$ cat src/sv/chp_pkg.sv
// ----------------------------------------------------------------------------
// chp_pkg
// shared types, codes and constants of the hex cheat code parser
// ----------------------------------------------------------------------------
package chp_pkg;

	localparam int QUEUE_DEPTH = 2;

	localparam logic [3:0]  TOKEN_DIGITS     = 4'd8;
	localparam logic [3:0]  COUNT_SAT        = 4'd9;
	localparam logic [7:0]  TYPE_WRITE       = 8'h01;
	localparam logic [15:0] ADDR_LOW_LIMIT   = 16'h8000;
	localparam logic [15:0] ADDR_HOLE_START  = 16'hFEA0;
	localparam logic [15:0] ADDR_HOLE_END    = 16'hFF00;
	localparam logic [15:0] ADDR_REFUSED_TOP = 16'hFFFF;

	typedef enum logic [2:0] {
		ST_WRITE       = 3'd0,
		ST_END_OK      = 3'd1,
		ST_BAD_LENGTH  = 3'd2,
		ST_BAD_TYPE    = 3'd3,
		ST_BAD_ADDRESS = 3'd4,
		ST_BAD_CHAR    = 3'd5,
		ST_EMPTY       = 3'd6
	} status_t;

	typedef enum logic [1:0] {
		OP_DIGIT = 2'd0,
		OP_SEP   = 2'd1,
		OP_BAD   = 2'd2,
		OP_END   = 2'd3
	} op_kind_t;

	typedef struct packed {
		op_kind_t   kind;
		logic [3:0] nibble;
	} op_t;

endpackage

$ cat src/sv/chp_if.sv
// ----------------------------------------------------------------------------
// chp_in_if / chp_out_if
// valid/ready channels for character beats and result beats
// ----------------------------------------------------------------------------
interface chp_in_if;
	logic       valid;
	logic       ready;
	logic       kind;
	logic [7:0] character;

	modport source (output valid, output kind, output character, input ready);
	modport sink (input valid, input kind, input character, output ready);
endinterface

interface chp_out_if;
	logic        valid;
	logic        ready;
	logic [2:0]  status;
	logic [15:0] target_address;
	logic [7:0]  write_value;
	logic        last;

	modport source (output valid, output status, output target_address,
		output write_value, output last, input ready);
	modport sink (input valid, input status, input target_address,
		input write_value, input last, output ready);
endinterface

$ cat src/sv/chp_front.sv
// ----------------------------------------------------------------------------
// chp_front
// accepts character beats and classifies them into parser operations
// ----------------------------------------------------------------------------
module chp_front import chp_pkg::*; (
	chp_in_if.sink   in_ch,
	input  logic     full,
	output logic     push,
	output op_t      op
);

	logic       is_digit;
	logic [3:0] nib;
	logic       is_sep;
	logic       is_hyphen;
	logic [7:0] c;

	assign c = in_ch.character;

	always_comb begin
		is_digit = 1'b1;
		nib      = 4'd0;
		if (c >= 8'h30 && c <= 8'h39) begin
			nib = 4'(c - 8'h30);
		end else if (c >= 8'h61 && c <= 8'h66) begin
			nib = 4'(c - 8'h57);
		end else if (c >= 8'h41 && c <= 8'h46) begin
			nib = 4'(c - 8'h37);
		end else begin
			is_digit = 1'b0;
		end
	end

	assign is_sep = (c == 8'h2B) || (c == 8'h2C) || (c == 8'h20) ||
		(c >= 8'h09 && c <= 8'h0D);
	assign is_hyphen = (c == 8'h2D);

	always_comb begin
		op.nibble = nib;
		if (in_ch.kind) begin
			op.kind = OP_END;
		end else if (is_digit) begin
			op.kind = OP_DIGIT;
		end else if (is_sep) begin
			op.kind = OP_SEP;
		end else begin
			op.kind = OP_BAD;
		end
	end

	// hyphens have no effect and are dropped here
	assign in_ch.ready = !full;
	assign push = in_ch.valid && !full && !(!in_ch.kind && is_hyphen);

endmodule

$ cat src/sv/chp_fifo.sv
// ----------------------------------------------------------------------------
// chp_fifo
// short operation queue between the front and back parts
// ----------------------------------------------------------------------------
module chp_fifo import chp_pkg::*; #(
	parameter int DEPTH = QUEUE_DEPTH
) (
	input  logic clk,
	input  logic arst_n,
	input  logic push,
	input  op_t  push_op,
	output logic full,
	input  logic pop,
	output logic avail,
	output op_t  pop_op
);

	localparam int PW = (DEPTH > 1) ? $clog2(DEPTH) : 1;
	localparam int CW = $clog2(DEPTH + 1);
	localparam logic [PW-1:0] LAST_PTR = PW'(DEPTH - 1);
	localparam logic [CW-1:0] FULL_CNT = CW'(DEPTH);

	op_t           mem_q [DEPTH];
	logic [PW-1:0] wr_ptr_q;
	logic [PW-1:0] rd_ptr_q;
	logic [CW-1:0] cnt_q;

	assign full   = (cnt_q == FULL_CNT);
	assign avail  = (cnt_q != '0);
	assign pop_op = mem_q[rd_ptr_q];

	always_ff @(posedge clk) begin
		if (push) begin
			mem_q[wr_ptr_q] <= push_op;
		end
	end

	always_ff @(posedge clk or negedge arst_n) begin
		if (!arst_n) begin
			wr_ptr_q <= '0;
			rd_ptr_q <= '0;
			cnt_q    <= '0;
		end else begin
			if (push) begin
				wr_ptr_q <= (wr_ptr_q == LAST_PTR) ? '0 : wr_ptr_q + 1'b1;
			end
			if (pop) begin
				rd_ptr_q <= (rd_ptr_q == LAST_PTR) ? '0 : rd_ptr_q + 1'b1;
			end
			if (push && !pop) begin
				cnt_q <= cnt_q + 1'b1;
			end else if (pop && !push) begin
				cnt_q <= cnt_q - 1'b1;
			end
		end
	end

`ifndef SYNTHESIS
	a_no_overflow: assert property (@(posedge clk) disable iff (!arst_n)
		!(push && full)) else $error("push into full queue");
	a_no_underflow: assert property (@(posedge clk) disable iff (!arst_n)
		!(pop && !avail)) else $error("pop from empty queue");
	a_cnt_range: assert property (@(posedge clk) disable iff (!arst_n)
		cnt_q <= FULL_CNT) else $error("queue count out of range");
`endif

endmodule

$ cat src/sv/chp_back.sv
// ----------------------------------------------------------------------------
// chp_back
// token state, token checks and the result output register
// ----------------------------------------------------------------------------
module chp_back import chp_pkg::*; (
	input  logic      clk,
	input  logic      arst_n,
	input  logic      avail,
	input  op_t       op,
	output logic      pop,
	chp_out_if.source out_ch
);

	typedef struct packed {
		status_t     status;
		logic [15:0] addr;
		logic [7:0]  value;
	} check_t;

	function automatic check_t check_token(input logic [31:0] tok, input logic [3:0] cnt);
		check_t      r;
		logic [15:0] a;
		a       = {tok[7:0], tok[15:8]};
		r.status = ST_WRITE;
		r.addr   = a;
		r.value  = tok[23:16];
		if (cnt != TOKEN_DIGITS) begin
			r.status = ST_BAD_LENGTH;
		end else if (tok[31:24] != TYPE_WRITE) begin
			r.status = ST_BAD_TYPE;
		end else if (a < ADDR_LOW_LIMIT || (a >= ADDR_HOLE_START && a < ADDR_HOLE_END) ||
			a == ADDR_REFUSED_TOP) begin
			r.status = ST_BAD_ADDRESS;
		end
		if (r.status != ST_WRITE) begin
			r.addr  = '0;
			r.value = '0;
		end
		return r;
	endfunction

	logic [31:0] token_q;
	logic [3:0]  count_q;
	logic        any_q;
	logic        skip_q;
	logic        out_valid_q;
	status_t     status_q;
	logic [15:0] addr_q;
	logic [7:0]  value_q;
	logic        last_q;

	logic [31:0] token_d;
	logic [3:0]  count_d;
	logic        any_d;
	logic        skip_d;
	logic        emit;
	check_t      res;
	logic        res_last;
	check_t      chk;

	assign pop = avail && (!out_valid_q || out_ch.ready);
	assign chk = check_token(token_q, count_q);

	always_comb begin
		token_d  = token_q;
		count_d  = count_q;
		any_d    = any_q;
		skip_d   = skip_q;
		emit     = 1'b0;
		res      = chk;
		res_last = 1'b1;
		case (op.kind)
			OP_END: begin
				emit = !skip_q;
				if (count_q == '0) begin
					res.status = any_q ? ST_END_OK : ST_EMPTY;
					res.addr   = '0;
					res.value  = '0;
				end
				token_d = '0;
				count_d = '0;
				any_d   = 1'b0;
				skip_d  = 1'b0;
			end
			OP_DIGIT: begin
				if (!skip_q) begin
					token_d = {token_q[27:0], op.nibble};
					if (count_q != COUNT_SAT) begin
						count_d = count_q + 1'b1;
					end
				end
			end
			OP_SEP: begin
				if (!skip_q && count_q != '0) begin
					emit    = 1'b1;
					token_d = '0;
					count_d = '0;
					if (chk.status == ST_WRITE) begin
						any_d    = 1'b1;
						res_last = 1'b0;
					end else begin
						skip_d = 1'b1;
					end
				end
			end
			OP_BAD: begin
				if (!skip_q) begin
					emit       = 1'b1;
					skip_d     = 1'b1;
					res.status = ST_BAD_CHAR;
					res.addr   = '0;
					res.value  = '0;
				end
			end
			default: begin
				emit = 1'b0;
			end
		endcase
	end

	always_ff @(posedge clk or negedge arst_n) begin
		if (!arst_n) begin
			token_q     <= '0;
			count_q     <= '0;
			any_q       <= 1'b0;
			skip_q      <= 1'b0;
			out_valid_q <= 1'b0;
		end else begin
			if (pop) begin
				token_q <= token_d;
				count_q <= count_d;
				any_q   <= any_d;
				skip_q  <= skip_d;
			end
			if (pop && emit) begin
				out_valid_q <= 1'b1;
			end else if (out_ch.ready) begin
				out_valid_q <= 1'b0;
			end
		end
	end

	always_ff @(posedge clk) begin
		if (pop && emit) begin
			status_q <= res.status;
			addr_q   <= res.addr;
			value_q  <= res.value;
			last_q   <= res_last;
		end
	end

	assign out_ch.valid          = out_valid_q;
	assign out_ch.status         = status_q;
	assign out_ch.target_address = addr_q;
	assign out_ch.write_value    = value_q;
	assign out_ch.last           = last_q;

`ifndef SYNTHESIS
	a_count_sat: assert property (@(posedge clk) disable iff (!arst_n)
		count_q <= COUNT_SAT) else $error("digit count beyond saturation");
	a_end_clears: assert property (@(posedge clk) disable iff (!arst_n)
		(pop && op.kind == OP_END) |=> (count_q == '0 && !skip_q && !any_q))
		else $error("end of code left state behind");
	a_no_emit_skip: assert property (@(posedge clk) disable iff (!arst_n)
		(pop && skip_q && op.kind != OP_END) |=> !($past(emit)))
		else $error("result emitted while skipping to end");
	a_write_not_last: assert property (@(posedge clk) disable iff (!arst_n)
		(out_valid_q && status_q != ST_WRITE) |-> last_q)
		else $error("error or end result without last");
`endif

endmodule

$ cat src/sv/cheat_code_hex_parser.sv
// ----------------------------------------------------------------------------
// cheat_code_hex_parser
// parses hex cheat codes of type 01 into memory write beats
// ----------------------------------------------------------------------------
// Takes one character beat per cycle while the queue is not full; gives at
// most one result beat per character. A beat passes the classifying front
// end into a short queue; the token engine takes one queued operation per
// cycle while the output register is empty or taken, and a result passes
// the queue and then the output register. With the output ready the rate is
// one beat per cycle. Hyphens are dropped at the front end, never queued.
// ----------------------------------------------------------------------------
module cheat_code_hex_parser import chp_pkg::*; #(
	parameter int QDEPTH = QUEUE_DEPTH
) (
	input  logic      clk,
	input  logic      arst_n,
	chp_in_if.sink    in_ch,
	chp_out_if.source out_ch
);

	logic full;
	logic push;
	op_t  push_op;
	logic pop;
	logic avail;
	op_t  pop_op;

	chp_front u_front (
		.in_ch (in_ch),
		.full  (full),
		.push  (push),
		.op    (push_op)
	);

	chp_fifo #(
		.DEPTH (QDEPTH)
	) u_fifo (
		.clk     (clk),
		.arst_n  (arst_n),
		.push    (push),
		.push_op (push_op),
		.full    (full),
		.pop     (pop),
		.avail   (avail),
		.pop_op  (pop_op)
	);

	chp_back u_back (
		.clk    (clk),
		.arst_n (arst_n),
		.avail  (avail),
		.op     (pop_op),
		.pop    (pop),
		.out_ch (out_ch)
	);

endmodule
$ cat src/flat_wrapper.sv
// flat-port wrapper written by rule: the top's interface ports become plain ports
module cheat_code_hex_parser_flat import chp_pkg::*;
#(
	parameter int QDEPTH = QUEUE_DEPTH
)
  (clk, arst_n, in_ch_valid, in_ch_kind, in_ch_character, in_ch_ready, out_ch_valid, out_ch_status, out_ch_target_address, out_ch_write_value, out_ch_last, out_ch_ready);
  chp_in_if in_ch_i ();
  chp_out_if out_ch_i ();
  input  logic clk;
  input  logic arst_n;
  input wire logic [$bits(in_ch_i.valid)-1:0] in_ch_valid;
  input wire logic [$bits(in_ch_i.kind)-1:0] in_ch_kind;
  input wire logic [$bits(in_ch_i.character)-1:0] in_ch_character;
  output wire logic [$bits(in_ch_i.ready)-1:0] in_ch_ready;
  output wire logic [$bits(out_ch_i.valid)-1:0] out_ch_valid;
  output wire logic [$bits(out_ch_i.status)-1:0] out_ch_status;
  output wire logic [$bits(out_ch_i.target_address)-1:0] out_ch_target_address;
  output wire logic [$bits(out_ch_i.write_value)-1:0] out_ch_write_value;
  output wire logic [$bits(out_ch_i.last)-1:0] out_ch_last;
  input wire logic [$bits(out_ch_i.ready)-1:0] out_ch_ready;
  assign in_ch_i.valid = in_ch_valid;
  assign in_ch_i.kind = in_ch_kind;
  assign in_ch_i.character = in_ch_character;
  assign in_ch_ready = in_ch_i.ready;
  assign out_ch_valid = out_ch_i.valid;
  assign out_ch_status = out_ch_i.status;
  assign out_ch_target_address = out_ch_i.target_address;
  assign out_ch_write_value = out_ch_i.write_value;
  assign out_ch_last = out_ch_i.last;
  assign out_ch_i.ready = out_ch_ready;
  cheat_code_hex_parser #(.QDEPTH(QDEPTH)) u_core (.clk(clk), .arst_n(arst_n), .in_ch(in_ch_i), .out_ch(out_ch_i));
endmodule
$ cat config.mk
export PLATFORM = sky130hd
export DESIGN_NAME = cheat_code_hex_parser_flat
export DESIGN_NICKNAME = d
export VERILOG_FILES = /design/src/sv/chp_pkg.sv /design/src/sv/chp_if.sv /design/src/sv/chp_front.sv /design/src/sv/chp_fifo.sv /design/src/sv/chp_back.sv /design/src/sv/cheat_code_hex_parser.sv /design/src/flat_wrapper.sv
export SDC_FILE = /design/constraint.sdc
export NUM_CORES = 1
export LEC_CHECK = 0
export BUFFER_PORTS_ARGS = -buffer_cell sky130_fd_sc_hd__buf_2
export CAP_MARGIN = 20
export CORE_UTILIZATION = 30
export DETAILED_ROUTE_END_ITERATION = 12
export GPL_TIMING_DRIVEN = 0
export PLACE_DENSITY = 0.49
export SYNTH_ARGS = -nofsm -noshare
export SYNTH_HDL_FRONTEND = slang
export SYNTH_SLANG_ARGS = --single-unit
$ cat constraint.sdc
create_clock -name clk -period 4.3 [get_ports clk]
set_clock_uncertainty 0.15 [all_clocks]
set_input_delay 0.86 -clock clk [delete_from_list [all_inputs] [get_ports clk]]
set_output_delay 0.86 -clock clk [all_outputs]
set_load 0.02 [all_outputs]
==> flow_summary.ini <==
[run_status]
status = complete, no violations

[synthesis]
synth_top_area_share_pct = 30.1
synth_cell_type_count = 48
yosys.area.top_type = edfxtp_1
synthTopCellsByCount = dfrtp_1, edfxtp_1, inv_1, nand2_1, mux2i_1
synth_seq_cells = 83
async_flop_share_pct = 51.8
netlist_instances = 339
synthTopCellsByArea = edfxtp_1, dfrtp_1, mux2i_1
syn-cell-area_um2 = 3990
yosysSeqAreaShare_pct = 57.1
avgSynthCellArea_um2 = 11.8
syn_nets = 365
synth_warnings = 0
yosysMostFrequentCell = dfrtp_1
synth_edf_count = 40
synth_flop_cell = dfrtp_1

[sta]
final_hold_viol_count = 0
fin_crit_ns = 3.19
finalSetupViolations = 0
max_freq_mhz = 314
slew_headroom_pct = 35.3
fin_crit_sh_pct = 74.2
rsz0062_at_grt = no
maxSlewViolCount = 0
worst_pin_slew_ns = 0.963

[floorplan]
start_util_pct = 31.2
die_h_um = 117
ios = 43
coreArea_um2 = 12800
die_area_um2 = 13800
die_w_um = 117
num_rows = 41

[worst_setup_path]
critPathBufInv = 3
slowest_delay_ns = 0.92
critPathMaxFanout = 16
worstPathArrival_ns = 3.08
cp-end-kind = flop
worstSetupStartpointType = flop
path_cells = clkbuf_1, mux2i_1, ha_1, clkbuf_1, nor4_4, buf_6
critPathMostFrequentCell = clkbuf_1
required_ns = 4.19
cpLargestDelayFamily = buffers and inverters
path_class = reg2reg
crit_path_top_delay_cell = nor4_4

[clocking]
cts_buffers = 9
cts_setup_buffers = 0
cts_tree = yes
clock_tree.root_cell = clkbuf_16
ctsResizeCount = 0
ctsHoldBuffers = 0
clockBufferDepth = 2
clk-insertion-delay-late_ns = 0.34
cts.sinks = 83
clk_pin_slew_ns = 0.06
h-tree-depth = 3

[cells_and_area]
drive_gt1_share_pct = 16.6
area_delta_synth_final_pct = 19.6
antenna_cells = 0
stdcell_count = 570
multi_input_area_um2 = 1490
regArea_um2 = 2280
nets = 419
fillerInstances = 1266

[detailed_routing]
drt-total-wl_mm = 7.71
dr.pass1.iters = 4
drtIter0Drc = 119
wire_per_inst_um = 13.5
drc = 0
ant_nets = 0
vias = 2556
vias_per_cell = 4.48

[global_routing]
overflow = 0
grt_usage_pct = 12.5
grt_pass1_vias = 2445
grt_max_degree = 44
antenna_found_initial = 0
grt_pass1_wl_mm = 12.7

[pwr]
powerDensity_nw_per_um2 = 635
total_power_mw = 3.03
ir_worst_vdd_uv = 222
p_leak_nw = 2.11

[worst_hold_path]
min_path_type = in2async

[placement]
dp.cells = 553
dp_hpwl_mm = 5.49
gp_congestion = 0.742
port_buffers = 41

[run]
maxCapViolCount = 0
-- path summary, 6_finish.rpt --
check                                                     endpoint  cells after the start                    from  slack, ns
setup / recovery           u_core.u_back.out_ch.target_address[12]                      6  u_core.u_fifo.rd_ptr_q       1.11
hold / removal                            u_core.u_back.count_q[0]                      1                  arst_n       0.20
setup reg to reg           u_core.u_back.out_ch.target_address[12]                      6  u_core.u_fifo.rd_ptr_q       1.11
hold reg to reg                             u_core.u_fifo.wr_ptr_q                      1  u_core.u_fifo.wr_ptr_q       0.33
max in group asynchronous                 u_core.u_back.token_q[6]                      2                  arst_n       3.35
min in group clk                            u_core.u_fifo.wr_ptr_q                      1  u_core.u_fifo.wr_ptr_q       0.33
-- power breakdown --
group | internal [mW] | switching, mW | total (mW)
combinational | 0.407 | 0.659 | 1.07
clock | 0.526 | 0.294 | 0.819
sequential | 1.06 | 0.0860 | 1.14
-- cell type report --
| class | instances | area share [%] |
|---|---|---|
| flip-flops and latches | 83 | 47.8 |
| plain buffers | 15 | 1.86 |
| clock buffers | 14 | 5.33 |
| well taps | 172 | 4.51 |
| inverters | 38 | 2.99 |
| repair buffers | 43 | 4.96 |
| clock inverters | 2 | 1.26 |
| multi-input cells | 203 | 31.3 |
-- placed cells by master (no fill, tap or decap), types with 4 or more instances in the layout --
cell type | netlist | routed
buf_2 | 2 | 43
dfrtp_1 | 43 | 43
edfxtp_1 | 40 | 40
inv_1 | 38 | 38
nand2_1 | 37 | 37
mux2i_1 | 35 | 35
and3_1 | 24 | 24
clkbuf_1 | 9 | 13
ha_1 | 13 | 13
clkbuf_16 | 0 | 9
nor2b_1 | 8 | 8
nand2b_1 | 7 | 7
a21oi_1 | 5 | 5
o21ai_0 | 5 | 5
buf_6 | 4 | 5
nand4_1 | 4 | 4
nor2_1 | 4 | 4
mux2_1 | 4 | 4
a22o_1 | 4 | 4
-- worst reg2reg max path, cell delays in order, from the launching register on --
cell	delay (ns)
dfrtp_1	0.32
clkbuf_1	0.38
mux2i_1	0.24
ha_1	0.30
clkbuf_1	0.28
nor4_4	0.92
buf_6	0.29
-- layer usage --
metal	global-route usage, %	share of wire [%]	up-vias
met3	3.09	3.6	9
met5	0	0	-
li1	-	-	1293
met1	16.5	49	1205
met2	19.3	45	49
met4	5.57	1.8	0
-- state kept, by name, indices dropped and copies added, names as in the netlist --
register and flops:
u_core.u_back.any_q 1, u_core.u_back.count_q 4, u_core.u_back.out_ch.last 1, u_core.u_back.out_ch.status 3, u_core.u_back.out_ch.target_address 16, u_core.u_back.out_ch.valid 1
u_core.u_back.out_ch.write_value 8, u_core.u_back.skip_q 1, u_core.u_back.token_q 32, u_core.u_fifo.cnt_q 2, u_core.u_fifo.mem_q 12, u_core.u_fifo.rd_ptr_q 1
u_core.u_fifo.wr_ptr_q 1
-- kinds of logic after synthesis --
logic type	Yosys count	share of synthesized area, %
flops	83	57.1
fa+ha+maj	13	4.08
buf+inv	53	5.81
xor+xnor	6	1.32
mux	41	10.5
simple gates	108	14.8
compound gates	35	6.37
-- stage by stage --
| step | area [um2] | setup slack, ns | hold slack (ns) | setup TNS, ns | util, % |
|---|---|---|---|---|---|
| after floorplan | 3990 | 0.736 | 0.305 | 0 | - |
| after global placement | 4410 | -0.262 | 0.320 | -7.28 | 34.5 |
| after detailed placement | 4430 | 1.05 | 0.322 | 0 | 34.7 |
| after CTS | 4750 | 1.04 | 0.333 | 0 | 37.2 |
| after global routing | 4770 | 0.850 | 0.203 | 0 | 37.3 |
| final | 4770 | 1.11 | 0.201 | 0 | 37.3 |
Note: power is estimated with default switching activity, not from simulation.
